[src/design/kps_pkg.sv]
// ----------------------------------------------------------------------------
// Keypad stopwatch package
// Shared widths, reset values, key codes and register indexes.
// ----------------------------------------------------------------------------
package kps_pkg;

  localparam int DIGIT_W       = 4;
  localparam int SCAN_W        = 4;
  localparam int ROW_W         = 2;
  localparam int SPAN_W        = 6;
  localparam int PRESCALE_W    = 10;
  localparam int CFG_INDEX_W   = 2;
  localparam int CFG_DATA_W    = 10;
  localparam int IN_DATA_W     = 8;
  localparam int OUT_DATA_W    = 32;
  localparam int NUM_DIGITS_DEF = 4;

  localparam logic [SPAN_W-1:0]     PRESS_TICKS_RST = 6'd33;
  localparam logic [SPAN_W-1:0]     RELEASE_TICKS_RST = 6'd32;
  localparam logic [PRESCALE_W-1:0] PRESCALE_RST = 10'd1000;

  localparam logic [DIGIT_W-1:0] DIGIT_MAX = 4'd9;

  localparam logic [SCAN_W-1:0] KEY_START = 4'd10;
  localparam logic [SCAN_W-1:0] KEY_PAUSE = 4'd11;
  localparam logic [SCAN_W-1:0] KEY_CLEAR = 4'd12;

  localparam logic [CFG_INDEX_W-1:0] REG_PRESS_TICKS   = 2'd0;
  localparam logic [CFG_INDEX_W-1:0] REG_RELEASE_TICKS = 2'd1;
  localparam logic [CFG_INDEX_W-1:0] REG_PRESCALE      = 2'd2;

  typedef struct packed {
    logic               title_shown;
    logic [SCAN_W-1:0]  last_key;
    logic               key_down;
    logic               buzzer_out;
    logic               running;
    logic [DIGIT_W-1:0] digit_thousands;
    logic [DIGIT_W-1:0] digit_hundreds;
    logic [DIGIT_W-1:0] digit_tens;
    logic [DIGIT_W-1:0] digit_ones;
    logic [ROW_W-1:0]   next_row;
  } result_t;

endpackage

[src/design/keypad_stopwatch_controller.sv]
// ----------------------------------------------------------------------------
// Keypad stopwatch controller
// One 4x4 keypad position is sampled per tick, presses and releases are
// debounced, keys 10, 11 and 12 start, pause and clear a decimal stopwatch.
// ----------------------------------------------------------------------------
// Each accepted tick item carries the four active-low return lines and yields
// exactly one result item: the item is held in an input register, then one
// pass of logic updates the scanner, debounce counters, buzzer, prescaler and
// digit carry chain and writes a two-entry result buffer. One item is accepted
// every clock cycle; the input side only stalls when both result buffer
// entries are waiting to be taken.
module keypad_stopwatch_controller #(
  parameter int NUM_DIGITS = kps_pkg::NUM_DIGITS_DEF
) (
  input  logic                            clk,
  input  logic                            rst,
  input  logic                            s_tvalid,
  output logic                            s_tready,
  // Bits from lowest: return_lines[3:0], zero fill.
  input  logic [kps_pkg::IN_DATA_W-1:0]   s_tdata,
  output logic                            m_tvalid,
  input  logic                            m_tready,
  // Bits from lowest: next_row[1:0], digit_ones[5:2], digit_tens[9:6],
  // digit_hundreds[13:10], digit_thousands[17:14], running[18],
  // buzzer_out[19], key_down[20], last_key[24:21], zero fill.
  output logic [kps_pkg::OUT_DATA_W-1:0]  m_tdata,
  // Bits from lowest: title_shown[0].
  output logic                            m_tuser,
  input  logic                            cfg_we,
  input  logic [kps_pkg::CFG_INDEX_W-1:0] cfg_index,
  input  logic [kps_pkg::CFG_DATA_W-1:0]  cfg_data
);
  import kps_pkg::*;

  logic [SPAN_W-1:0]     press_ticks;
  logic [SPAN_W-1:0]     release_ticks;
  logic [PRESCALE_W-1:0] tick_prescale;

  logic                  in_valid;
  logic [3:0]            in_lines;
  logic                  advance;

  logic [SCAN_W-1:0]     scan_pos, scan_pos_next;
  logic [SPAN_W-1:0]     press_count, press_count_next;
  logic [SPAN_W-1:0]     release_count, release_count_next;
  logic [SCAN_W-1:0]     captured_key, captured_key_next;
  logic                  key_held, key_held_next;
  logic                  buzz_enable, buzz_enable_next;
  logic                  buzz_level, buzz_level_next;
  logic [PRESCALE_W-1:0] prescale_count, prescale_count_next;
  logic                  increment_due, increment_due_next;
  logic                  run_flag, run_flag_next;
  logic                  title_flag, title_flag_next;
  logic [DIGIT_W-1:0]    digits [NUM_DIGITS];
  logic [DIGIT_W-1:0]    digits_next [NUM_DIGITS];

  logic [SPAN_W-1:0]     press_span;
  logic [SPAN_W-1:0]     release_span;
  logic [PRESCALE_W-1:0] prescale_span;
  logic                  due_now;
  logic                  line_low;
  logic                  carry;

  logic [DIGIT_W-1:0]    shown [4];
  result_t               result;
  result_t               q_data [2];
  logic                  wr_ptr;
  logic                  rd_ptr;
  logic [1:0]            q_count;
  logic                  pop;

  assign press_span    = (press_ticks == '0) ? SPAN_W'(1) : press_ticks;
  assign release_span  = (release_ticks == '0) ? SPAN_W'(1) : release_ticks;
  assign prescale_span = (tick_prescale == '0) ? PRESCALE_W'(1) : tick_prescale;

  always_ff @(posedge clk) begin
    if (rst) begin
      press_ticks   <= PRESS_TICKS_RST;
      release_ticks <= RELEASE_TICKS_RST;
      tick_prescale <= PRESCALE_RST;
    end else if (cfg_we) begin
      case (cfg_index)
        REG_PRESS_TICKS:   press_ticks   <= cfg_data[SPAN_W-1:0];
        REG_RELEASE_TICKS: release_ticks <= cfg_data[SPAN_W-1:0];
        REG_PRESCALE:      tick_prescale <= cfg_data[PRESCALE_W-1:0];
        default: ;
      endcase
    end
  end

  assign advance  = in_valid && (q_count != 2'd2);
  assign s_tready = !in_valid || advance;
  assign pop      = m_tvalid && m_tready;
  assign m_tvalid = (q_count != 2'd0);

  always_ff @(posedge clk) begin
    if (rst) begin
      in_valid <= 1'b0;
    end else if (s_tvalid && s_tready) begin
      in_valid <= 1'b1;
    end else if (advance) begin
      in_valid <= 1'b0;
    end
  end

  always_ff @(posedge clk) begin
    if (s_tvalid && s_tready) begin
      in_lines <= s_tdata[3:0];
    end
  end

  always_comb begin
    scan_pos_next       = scan_pos + SCAN_W'(1);
    press_count_next    = press_count;
    release_count_next  = release_count;
    captured_key_next   = captured_key;
    key_held_next       = key_held;
    buzz_enable_next    = buzz_enable;
    buzz_level_next     = buzz_level;
    prescale_count_next = prescale_count;
    run_flag_next       = run_flag;
    title_flag_next     = title_flag;
    increment_due_next  = 1'b0;
    due_now             = increment_due;
    carry               = 1'b1;
    for (int i = 0; i < NUM_DIGITS; i++) begin
      digits_next[i] = digits[i];
    end

    if (!increment_due) begin
      if (prescale_count <= PRESCALE_W'(1)) begin
        prescale_count_next = prescale_span;
        due_now             = 1'b1;
      end else begin
        prescale_count_next = prescale_count - PRESCALE_W'(1);
      end
    end

    if (buzz_enable) begin
      buzz_level_next = !buzz_level;
    end

    line_low = !in_lines[scan_pos[1:0]];
    if (!key_held) begin
      if (press_count == press_span) begin
        if (line_low) begin
          press_count_next  = press_count - SPAN_W'(1);
          captured_key_next = scan_pos;
        end
      end else if (press_count <= SPAN_W'(1)) begin
        press_count_next = press_span;
        if (line_low) begin
          key_held_next    = 1'b1;
          buzz_enable_next = 1'b1;
          if (captured_key == KEY_START) begin
            run_flag_next = 1'b1;
          end else if (captured_key == KEY_PAUSE) begin
            run_flag_next = 1'b0;
          end else if (captured_key == KEY_CLEAR) begin
            run_flag_next   = 1'b0;
            title_flag_next = 1'b0;
            for (int i = 0; i < NUM_DIGITS; i++) begin
              digits_next[i] = '0;
            end
          end
        end
      end else begin
        press_count_next = press_count - SPAN_W'(1);
      end
    end else begin
      if (line_low) begin
        release_count_next = release_span;
      end else if (release_count <= SPAN_W'(1)) begin
        key_held_next      = 1'b0;
        buzz_enable_next   = 1'b0;
        release_count_next = release_span;
      end else begin
        release_count_next = release_count - SPAN_W'(1);
      end
    end

    if (due_now && run_flag_next) begin
      if (title_flag_next) begin
        title_flag_next = 1'b0;
        for (int i = 0; i < NUM_DIGITS; i++) begin
          digits_next[i] = '0;
        end
      end else begin
        for (int i = 0; i < NUM_DIGITS; i++) begin
          if (carry) begin
            if (digits_next[i] >= DIGIT_MAX) begin
              digits_next[i] = '0;
            end else begin
              digits_next[i] = digits_next[i] + DIGIT_W'(1);
              carry          = 1'b0;
            end
          end
        end
      end
    end
  end

  always_ff @(posedge clk) begin
    if (rst) begin
      scan_pos       <= '0;
      press_count    <= PRESS_TICKS_RST;
      release_count  <= RELEASE_TICKS_RST;
      captured_key   <= '0;
      key_held       <= 1'b0;
      buzz_enable    <= 1'b0;
      buzz_level     <= 1'b1;
      prescale_count <= PRESCALE_RST;
      increment_due  <= 1'b1;
      run_flag       <= 1'b0;
      title_flag     <= 1'b1;
      for (int i = 0; i < NUM_DIGITS; i++) begin
        digits[i] <= '0;
      end
    end else if (advance) begin
      scan_pos       <= scan_pos_next;
      press_count    <= press_count_next;
      release_count  <= release_count_next;
      captured_key   <= captured_key_next;
      key_held       <= key_held_next;
      buzz_enable    <= buzz_enable_next;
      buzz_level     <= buzz_level_next;
      prescale_count <= prescale_count_next;
      increment_due  <= increment_due_next;
      run_flag       <= run_flag_next;
      title_flag     <= title_flag_next;
      for (int i = 0; i < NUM_DIGITS; i++) begin
        digits[i] <= digits_next[i];
      end
    end
  end

  for (genvar j = 0; j < 4; j++) begin : g_shown
    if (j < NUM_DIGITS) begin : g_used
      assign shown[j] = digits_next[j];
    end else begin : g_unused
      assign shown[j] = '0;
    end
  end

  always_comb begin
    result.title_shown     = title_flag_next;
    result.last_key        = captured_key_next;
    result.key_down        = key_held_next;
    result.buzzer_out      = buzz_level_next;
    result.running         = run_flag_next;
    result.digit_thousands = shown[3];
    result.digit_hundreds  = shown[2];
    result.digit_tens      = shown[1];
    result.digit_ones      = shown[0];
    result.next_row        = scan_pos_next[3:2];
  end

  always_ff @(posedge clk) begin
    if (rst) begin
      wr_ptr  <= 1'b0;
      rd_ptr  <= 1'b0;
      q_count <= 2'd0;
    end else begin
      if (advance) begin
        wr_ptr <= !wr_ptr;
      end
      if (pop) begin
        rd_ptr <= !rd_ptr;
      end
      case ({advance, pop})
        2'b10:   q_count <= q_count + 2'd1;
        2'b01:   q_count <= q_count - 2'd1;
        default: q_count <= q_count;
      endcase
    end
  end

  always_ff @(posedge clk) begin
    if (advance) begin
      q_data[wr_ptr] <= result;
    end
  end

  assign m_tdata = {{(OUT_DATA_W - $bits(result_t) + 1){1'b0}},
                    q_data[rd_ptr][$bits(result_t)-2:0]};
  assign m_tuser = q_data[rd_ptr].title_shown;

endmodule

[config.mk]
export PLATFORM = sky130hd
export DESIGN_NAME = keypad_stopwatch_controller
export DESIGN_NICKNAME = d
export VERILOG_FILES = /design/src/design/kps_pkg.sv /design/src/design/keypad_stopwatch_controller.sv
export SDC_FILE = /design/constraint.sdc
export NUM_CORES = 1
export LEC_CHECK = 0
export ABC_AREA = 1
export BUFFER_PORTS_ARGS = -buffer_cell sky130_fd_sc_hd__buf_4
export CAP_MARGIN = 40
export CORE_ASPECT_RATIO = 0.6
export CORE_MARGIN = 2
export CORE_UTILIZATION = 64
export DETAILED_ROUTE_END_ITERATION = 8
export PLACE_DENSITY = 0.92
export SYNTH_ARGS = -nofsm -noshare
export SYNTH_HDL_FRONTEND = slang
export SYNTH_SLANG_ARGS = --single-unit
[constraint.sdc]
create_clock -name clk -period 8.4 [get_ports clk]
set_input_delay 0.42 -clock clk [delete_from_list [all_inputs] [get_ports clk]]
set_output_delay 0.42 -clock clk [all_outputs]
set_load 0.1 [all_outputs]
==> summary.txt, run 1 <==
Run status
  – Outcome: completed

Clock network
  – # hold bufs at CTS: 0
  – CTS tree: done
  – Clk pin slew, worst setup/hold paths: 0.06 ns
  – CTS H-Tree Depth: 4
  – TritonCTS Sinks: 136
  – Post_cts resized: 0
  – Clock Latency Late Sink: 0.42 ns
  – Clock Tree Root: clkbuf_16
  – CTS Buf Count: 17
  – Max Root-Sink Buffers: 2
  – Post-CTS Setup Bufs: 0

Worst hold path
  – Min-Delay Path Class: in -> reg
  – Hold path cells: 1
  – Min-delay src: s_tdata[2]
  – Hold Path End: in_lines[2]$_DFFE_PP_

Synthesis
  – Count leader, synth: nand2_1
  – Largest area contributor in the netlist: edfxtp_1
  – Sequential share of the synthesized area: 51.27%
  – Mapped cell area: 6716 um^2
  – Synth unique cells: 47
  – Area share of the largest cell type after synthesis: 32.19%
  – FFs w/ async S/R, synth: 0%
  – Top cells by instance count after synthesis: nand2_1 (139), inv_1 (92), edfxtp_1 (72), dfxtp_1 (64), o21ai_0 (60)
  – Ys flop type: edfxtp_1
  – Synthesis-stage register bit count: 136
  – EDFF count, synth: 72
  – Synthesized area per cell: 9.113 um^2
  – Dominant cells by area after synthesis: edfxtp_1 (32%), dfxtp_1 (19%), nand2_1 (7.8%), inv_1 (5.1%), o21ai_0 (4.5%)
  – Synthesis Warnings: 0
  – Cell count after synthesis: 737

Drt
  – Total number of vias: 5,548
  – Drt drc: 0
  – 1st-pass router iterations: 5
  – Iter 0 DRT Violations: 533
  – WL/cell: 16.72 um
  – Final wirelength: 15,700 um
  – DRT antenna net count: 0
  – Via-per-instance ratio: 5.908

Global routing
  – First-pass GRT wire length: 26,010 um
  – Number of global-route vias before repair: 5,481
  – Antenna violations before repair: 0
  – Total grt overflow: 0
  – Pin count of the biggest net entering global routing: 34
  – Gr usage total: 29.46%

Setup path
  – Worst flop-to-flop path startpoint: press_count[0]$_SDFFE_PP1P_
  – CP Launch Type: flop
  – R2R cell count: 17
  – Worst EP arrival: 3.40 ns
  – Critical path data required time: 8.56 ns
  – Critical path capture point type: flop
  – R2r endpoint: digits[3][2]$_SDFFCE_PN0P_
  – Flop2flop setup slack: 5.16 ns
  – CP Class: reg -> reg
  – Worst Path Max Fanout: 25

Floorplanning
  – Die H: 83.35 um
  – Die X: 136.3 um
  – Initial Util: 67.03%
  – Row cnt: 28
  – I/O pins: 60
  – Die area: 11,360 um^2
  – Core area: 10,020 um^2

Final layout
  – Final core utilization: 77.96%
  – Design area: 7811 um^2
  – Synthesis-to-finish area growth: 16.30%
  – Fin nets: 836
  – Fin cells: 939
  – Antenna cell count: 0
  – Layout cell share with drive strength beyond 1: 17.91%

Run
  – Max-cap viol count: 0

Timing
  – Slew @ Worst Pin: 0.8666 ns
  – Setup TNS: 0 ns
  – Fmax: 0.3088 GHz
  – Final Max Tran Viols: 0
  – RSZ-0062 raised after global routing: no
  – Final Cycle Share: 38.55%
  – Slew headroom: 42.02%
  – Final count of hold timing violations: 0
  – Final min period: 3.238 ns
  – Setup violations, final: 0
  – Fin Clk Skew: 0.008012 ns

Pwr
  – Final Power: 1.953 mW
  – Switch share: 32.25%
  – Total leakage power: 3.361 nW
  – Reg power frac: 39.5%
  – Int Power: 1.323 mW
  – Peak VDD IR: 0.1732 mV
  – Power Dens Cells: 250.1 nW/um^2
  – P_sw: 0.6301 mW
  – Power share of the clock group: 38.5%
  – Gate power share: 22.1%

Placement
  – Hpwl dp: 10,410 um
  – Cell total after placement: 907
  – Routability cong.: 0.8947
  – PortBufs: 48
  – Placed Area: 7216 um^2
-- registers in the layout, summed over array words and instances (netlist names), 2 cells and up, named ones only --
signal	count
scan_pos	4
release_ticks	6
digits	16
in_lines	4
tick_prescale	10
captured_key	4
prescale_count	10
release_count	6
q_count	2
press_ticks	6
q_data	52
press_count	6
-- placed cells by master (no fill, tap or decap), drive strengths merged, types with 5 or more instances in the layout --
cell type	Yosys	final
a21oi	41	41
buf	12	54
clkinv	5	12
nand3	44	44
nand2	143	143
nor2	57	57
o22ai	5	5
inv	98	98
o21ai	67	67
clkbuf	13	18
edfxtp	72	72
dfxtp	64	64
ha	20	20
nand4	8	8
mux2	26	26
xor2	8	8
nor3	13	13
o211ai	21	21
conb	1	7
-- routing by layer --
layer	part of all wire (%)	up-vias	global-route usage, %
met5	0	-	0
li1	-	2588	-
met2	48	284	48.52
met1	42	2621	36.85
met4	2.6	0	12.69
met3	7.9	55	7.387
-- area by class of cell --
class	instances	area, um^2
Clock buffer	18	439.2
Sequential cell	136	3443
Tap cell	135	168.9
Timing Repair Buffer	54	442.9
Inverter	103	387.9
Fill cell	648	2208
Clock inverter	14	156.4
Multi-Input combinational cell	479	2773
-- stage by stage --
stage          hold slack (ns)  setup slack [ns]
4_1_cts                 0.1596             5.233
2_1_floorplan           0.4205             5.712
3_3_place_gp            0.4358             5.393
6_report                0.1694             5.162
3_5_place_dp            0.4407             5.269
5_1_grt                 0.1624             4.926
-- power groups by stage --
stage | logic [mW] | clock network [mW] | registers [mW]
global route | 0.460 | 0.785 | 0.774
CTS | 0.429 | 0.755 | 0.770
finish | 0.431 | 0.751 | 0.771
floorplan | 0.338 | 0 | 0.777
global placement | 0.404 | 0 | 0.780
detailed placement | 0.424 | 0 | 0.783
-- worst max path at each step --
stage / cells after the start / slack, ns / to / from
after global routing: 16 / 4.93 / digits[0][2]$_SDFFCE_PN0P_ / scan_pos[0]$_SDFFE_PP0P_
after floorplan: 18 / 5.71 / digits[3][2]$_SDFFCE_PN0P_ / press_count[0]$_SDFFE_PP1P_
after detailed placement: 17 / 5.27 / digits[3][2]$_SDFFCE_PN0P_ / press_count[0]$_SDFFE_PP1P_
final: 17 / 5.16 / digits[3][2]$_SDFFCE_PN0P_ / press_count[0]$_SDFFE_PP1P_
after global placement: 17 / 5.39 / digits[3][2]$_SDFFCE_PN0P_ / press_count[0]$_SDFFE_PP1P_
after CTS: 17 / 5.23 / digits[3][2]$_SDFFCE_PN0P_ / press_count[0]$_SDFFE_PP1P_
-- kinds of logic after synthesis --
family,after synthesis,share of synthesized area (%)
AO/OA/AOI/OAI,144,12.30
XOR/XNOR,12,1.565
adder cells (fa/ha/maj),20,3.726
buffers and inverters,128,7.861
flip-flops,136,51.27
multiplexers,26,4.359
other,1,0.05583
AND/OR/NAND/NOR,270,18.87
-- worst max-delay path, cell delays in order, from the launching register on --
cell and delay, ns:
dfxtp_1 0.41, inv_1 0.11, ha_1 0.24, o21ai_1 0.28, nor3_4 0.10, nand3_4 0.28, nand2_1 0.22, ha_1 0.26
inv_1 0.05, nor3_1 0.04, inv_1 0.09, nand3_4 0.15, nor2_4 0.24, nand3_2 0.12, nand2_2 0.15, nand2_1 0.06
nand2_1 0.10, nor2_1 0.05
Note: power is estimated with default switching activity, not from simulation.
==> run 2: changes to the inputs <==
ABC_AREA = 0   (was 1)
CORE_UTILIZATION = 54   (was 64)
PLACE_DENSITY = 0.83   (was 0.92)
clock period = 2.8 ns   (was 8.4 ns; I/O delays follow)
==> run 2 against run 1 <==
The flow now finishes with violations (design-rule violations, negative setup slack). Synthesized area is 0.35% higher. Maximum frequency is 12% lower. Combinational power grew to 4.8 times the previous value. Cell area is 13% higher. Clock power grew to 2.8 times the previous value. Critical endpoint is now digits[3][3]$_SDFFCE_PN0P_. Largest cell class unchanged. Largest power group unchanged.
==> summary.txt, run 2 <==
Final layout
  – Most common cell after layout, fill and taps aside: buf_4 (was nand2_1)
  – Antenna cell count: 0 (unchanged)
  – Fin nets: 850 (was 836)
  – Largest Register: q_data (unchanged)
  – Area of the multi-input gates: 3361 um^2 (was 2773 um^2)
  – Synthesis-to-finish area growth: 30.39% (was 16.30%)
  – Largest regs: q_data (52), digits (16) (unchanged)
  – Design area: 8788 um^2 (was 7811 um^2)
  – Most frequent cells in the layout: buf_4 (126), edfxtp_1 (72), nand2_1 (69) (was nand2_1 (139), inv_1 (92), edfxtp_1 (72))
  – Layout cell share with drive strength beyond 1: 32.03% (was 17.91%)
  – Max reg flops: 52 (unchanged)
  – Fillers: 763 (was 648)
  – Sequential cell area: 3447 um^2 (was 3443 um^2)
  – Final core utilization: 72.62% (was 77.96%)

Setup path
  – Flop2flop setup slack: -0.86 ns (was 5.16 ns)
  – Worst Path Max Fanout: 6 (was 25)
  – CP Launch Type: flop (unchanged)
  – CP Class: reg -> reg (unchanged)
  – Critical path data required time: 2.97 ns (was 8.56 ns)
  – Worst EP arrival: 3.83 ns (was 3.40 ns)
  – Critical path capture point type: flop (unchanged)

Floorplanning
  – Die X: 148.2 um (was 136.3 um)
  – Die H: 90.54 um (was 83.35 um)
  – Row cnt: 31 (was 28)
  – Core area: 12,100 um^2 (was 10,020 um^2)
  – Die area: 13,420 um^2 (was 11,360 um^2)
  – I/O pins: 60 (unchanged)
  – Initial Util: 55.70% (was 67.03%)

Global routing
  – Antenna violations before repair: 0 (unchanged)
  – M1 GR Usage: 36.07% (was 36.85%)
  – Routing usage on met2: 40.74% (was 48.52%)
  – Pin count of the biggest net entering global routing: 49 (was 34)
  – GRT Max-Usage Layer: met2 (unchanged)
  – GR met3 Demand/Resource: 7.374% (was 7.387%)
  – Total grt overflow: 0 (unchanged)
  – Gr usage total: 26.57% (was 29.46%)
  – First-pass GRT wire length: 27,880 um (was 26,010 um)
  – Number of global-route vias before repair: 5,610 (was 5,481)

Drt
  – Iter 0 DRT Violations: 890 (was 533)
  – DRT antenna net count: 0 (unchanged)
  – Final wirelength: 19,020 um (was 15,700 um)
  – Drt drc: 2 (was 0)
  – Total number of vias: 5,989 (was 5,548)
  – 1st-pass router iterations: 8 (was 5)
  – WL/cell: 19.35 um (was 16.72 um)
  – Via-per-instance ratio: 6.093 (was 5.908)

Timing
  – RSZ-0062 raised after global routing: yes (was no)
  – Final setup margin: -0.8634 ns (was 5.162 ns)
  – Setup TNS: -29.92 ns (was 0 ns)
  – Fin Clk Skew: 0.007748 ns (was 0.008012 ns)
  – Slew headroom: 40.67% (was 42.02%)
  – Fmax: 0.2730 GHz (was 0.3088 GHz)
  – Final count of hold timing violations: 0 (unchanged)
  – Setup violations, final: 48 (was 0)
  – Final min period: 3.663 ns (was 3.238 ns)
  – Slew @ Worst Pin: 0.8887 ns (was 0.8666 ns)
  – Final Cycle Share: 130.8% (was 38.55%)
  – Final Max Tran Viols: 0 (unchanged)
  – Hold WS: 0.1584 ns (was 0.1694 ns)

Synthesis
  – Ys flop type: edfxtp_1 (unchanged)
  – Cell count after synthesis: 671 (was 737)
  – FFs w/ async S/R, synth: 0% (unchanged)
  – EDFF count, synth: 72 (unchanged)
  – Synthesis-stage register bit count: 136 (unchanged)
  – Synthesis Warnings: 0 (unchanged)
  – Count leader, synth: nor2_1 (was nand2_1)
  – Largest area contributor in the netlist: edfxtp_1 (unchanged)
  – Top cells by instance count after synthesis: nor2_1 (80), nand2_1 (73), edfxtp_1 (72), dfxtp_1 (64), a21oi_1 (42) (was nand2_1 (139), inv_1 (92), edfxtp_1 (72), dfxtp_1 (64), o21ai_0 (60))
  – Area share of the largest cell type after synthesis: 32.08% (was 32.19%)
  – Dominant cells by area after synthesis: edfxtp_1 (32%), dfxtp_1 (19%), mux2_2 (5.2%), nor2_1 (4.5%), nand2_1 (4.1%) (was edfxtp_1 (32%), dfxtp_1 (19%), nand2_1 (7.8%), inv_1 (5.1%), o21ai_0 (4.5%))
  – Mapped cell area: 6740 um^2 (was 6716 um^2)
  – Synthesized area per cell: 10.05 um^2 (was 9.113 um^2)
  – Synth unique cells: 70 (was 47)
  – Sequential share of the synthesized area: 51.09% (was 51.27%)

Placement
  – Pre-CTS setup slack: -0.8051 ns (was 5.269 ns)
  – Placed Area: 7755 um^2 (was 7216 um^2)
  – Hpwl dp: 11,710 um (was 10,410 um)
  – PortBufs: 48 (unchanged)
  – Routability cong.: 0.9142 (was 0.8947)

Clock network
  – Clk pin slew, worst setup/hold paths: 0.07 ns (was 0.06 ns)
  – CTS H-Tree Depth: 4 (unchanged)
  – CTS tree: done (unchanged)
  – Max Root-Sink Buffers: 2 (unchanged)
  – Clock Tree Root: clkbuf_16 (unchanged)
  – Clock Latency Late Sink: 0.43 ns (was 0.42 ns)
  – TritonCTS Sinks: 136 (unchanged)
  – CTS Buf Count: 17 (unchanged)

Worst hold path
  – Min-Delay Path Class: in -> reg (unchanged)

Run status
  – Failing checks: design-rule violations, negative setup slack
  – Outcome: complete, but fails checks (was completed)

Pwr
  – Peak VDD IR: 0.4485 mV (was 0.1732 mV)
  – Power Dens Cells: 750.8 nW/um^2 (was 250.1 nW/um^2)
  – Total leakage power: 3.430 nW (was 3.361 nW)

Run
  – Max-cap viol count: 0 (unchanged)
## run 2: cells by family (layout without fill, tap and decap cells)
group | Yosys count | after routing | synth area share, %
buffers and inverters | 56 | 197 | 3.675
and+or+nand+nor | 263 | 263 | 18.73
DFF | 136 | 136 | 51.09
other | 1 | 7 | 0.05564
xor gates and xnor gates | 14 | 14 | 1.819
muxes | 45 | 45 | 7.444
AOI/OAI and AO/OA | 136 | 136 | 13.48
adders and majority gates | 20 | 20 | 3.713
## run 2: what timing repair did
item | CTS | global route
setup buffers | 3 | 8
gates resized for setup | 26 | 34
endpoints found under the hold margin | 26 | 0
hold buffers | 15 | 0
setup endpoints to repair | 48 | 48
pin swaps | 17 | 18
## run 2: final timing paths
kind / end / cells past startpoint / start
min reg2reg: tick_prescale[0]$_SDFFE_PP0P_ / 2 / tick_prescale[0]$_SDFFE_PP0P_
max: digits[3][3]$_SDFFCE_PN0P_ / 14 / in_lines[2]$_DFFE_PP_
max reg2reg: digits[3][3]$_SDFFCE_PN0P_ / 14 / in_lines[2]$_DFFE_PP_
min: flop / 4 / m_tready
## run 2: power breakdown
| part | switching (mW) | internal [mW] | total, mW |
|---|---|---|---|
| sequential | 0.104 | 2.27 | 2.37 |
| clock | 0.970 | 1.17 | 2.14 |
| combinational | 1.46 | 0.628 | 2.09 |
## run 2: area by class of cell
type / count / area share, %
flip-flops and latches: 136 / 39.22
multi-input cells: 485 / 38.24
repair buffers: 143 / 12.83
clock buffers: 17 / 4.841
well taps: 165 / 2.349
clock inverters: 15 / 1.523
inverters: 22 / 0.9966
## run 2: metal layers
| metal | routed length [um] | part of all wire [%] |
|---|---|---|
| met5 | 0 | 0 |
| met4 | 657 | 3.5 |
| met3 | 1964 | 10 |
| met2 | 8814 | 46 |
| met1 | 7581 | 40 |
## run 2: stage by stage
step / power, mW / std cells
after floorplan: 3.897 / 677
after CTS: 6.524 / 975
after global routing: 6.796 / 983
after global placement: 4.316 / 925
final: 6.598 / 983
after detailed placement: 4.374 / 925
## run 2: worst max-delay path, cell delays in order, from the launching register on
cell      delay [ns]
edfxtp_1        0.38
mux4_2          0.53
nor2_4          0.16
nand3_2         0.10
or3_4           0.44
and2_4          0.17
inv_4           0.06
ha_4            0.11
or3b_4          0.36
o2111a_2        0.21
nand3_4         0.17
nor4_4          0.06
a222oi_1        0.39
buf_4           0.21
nor2_2          0.04
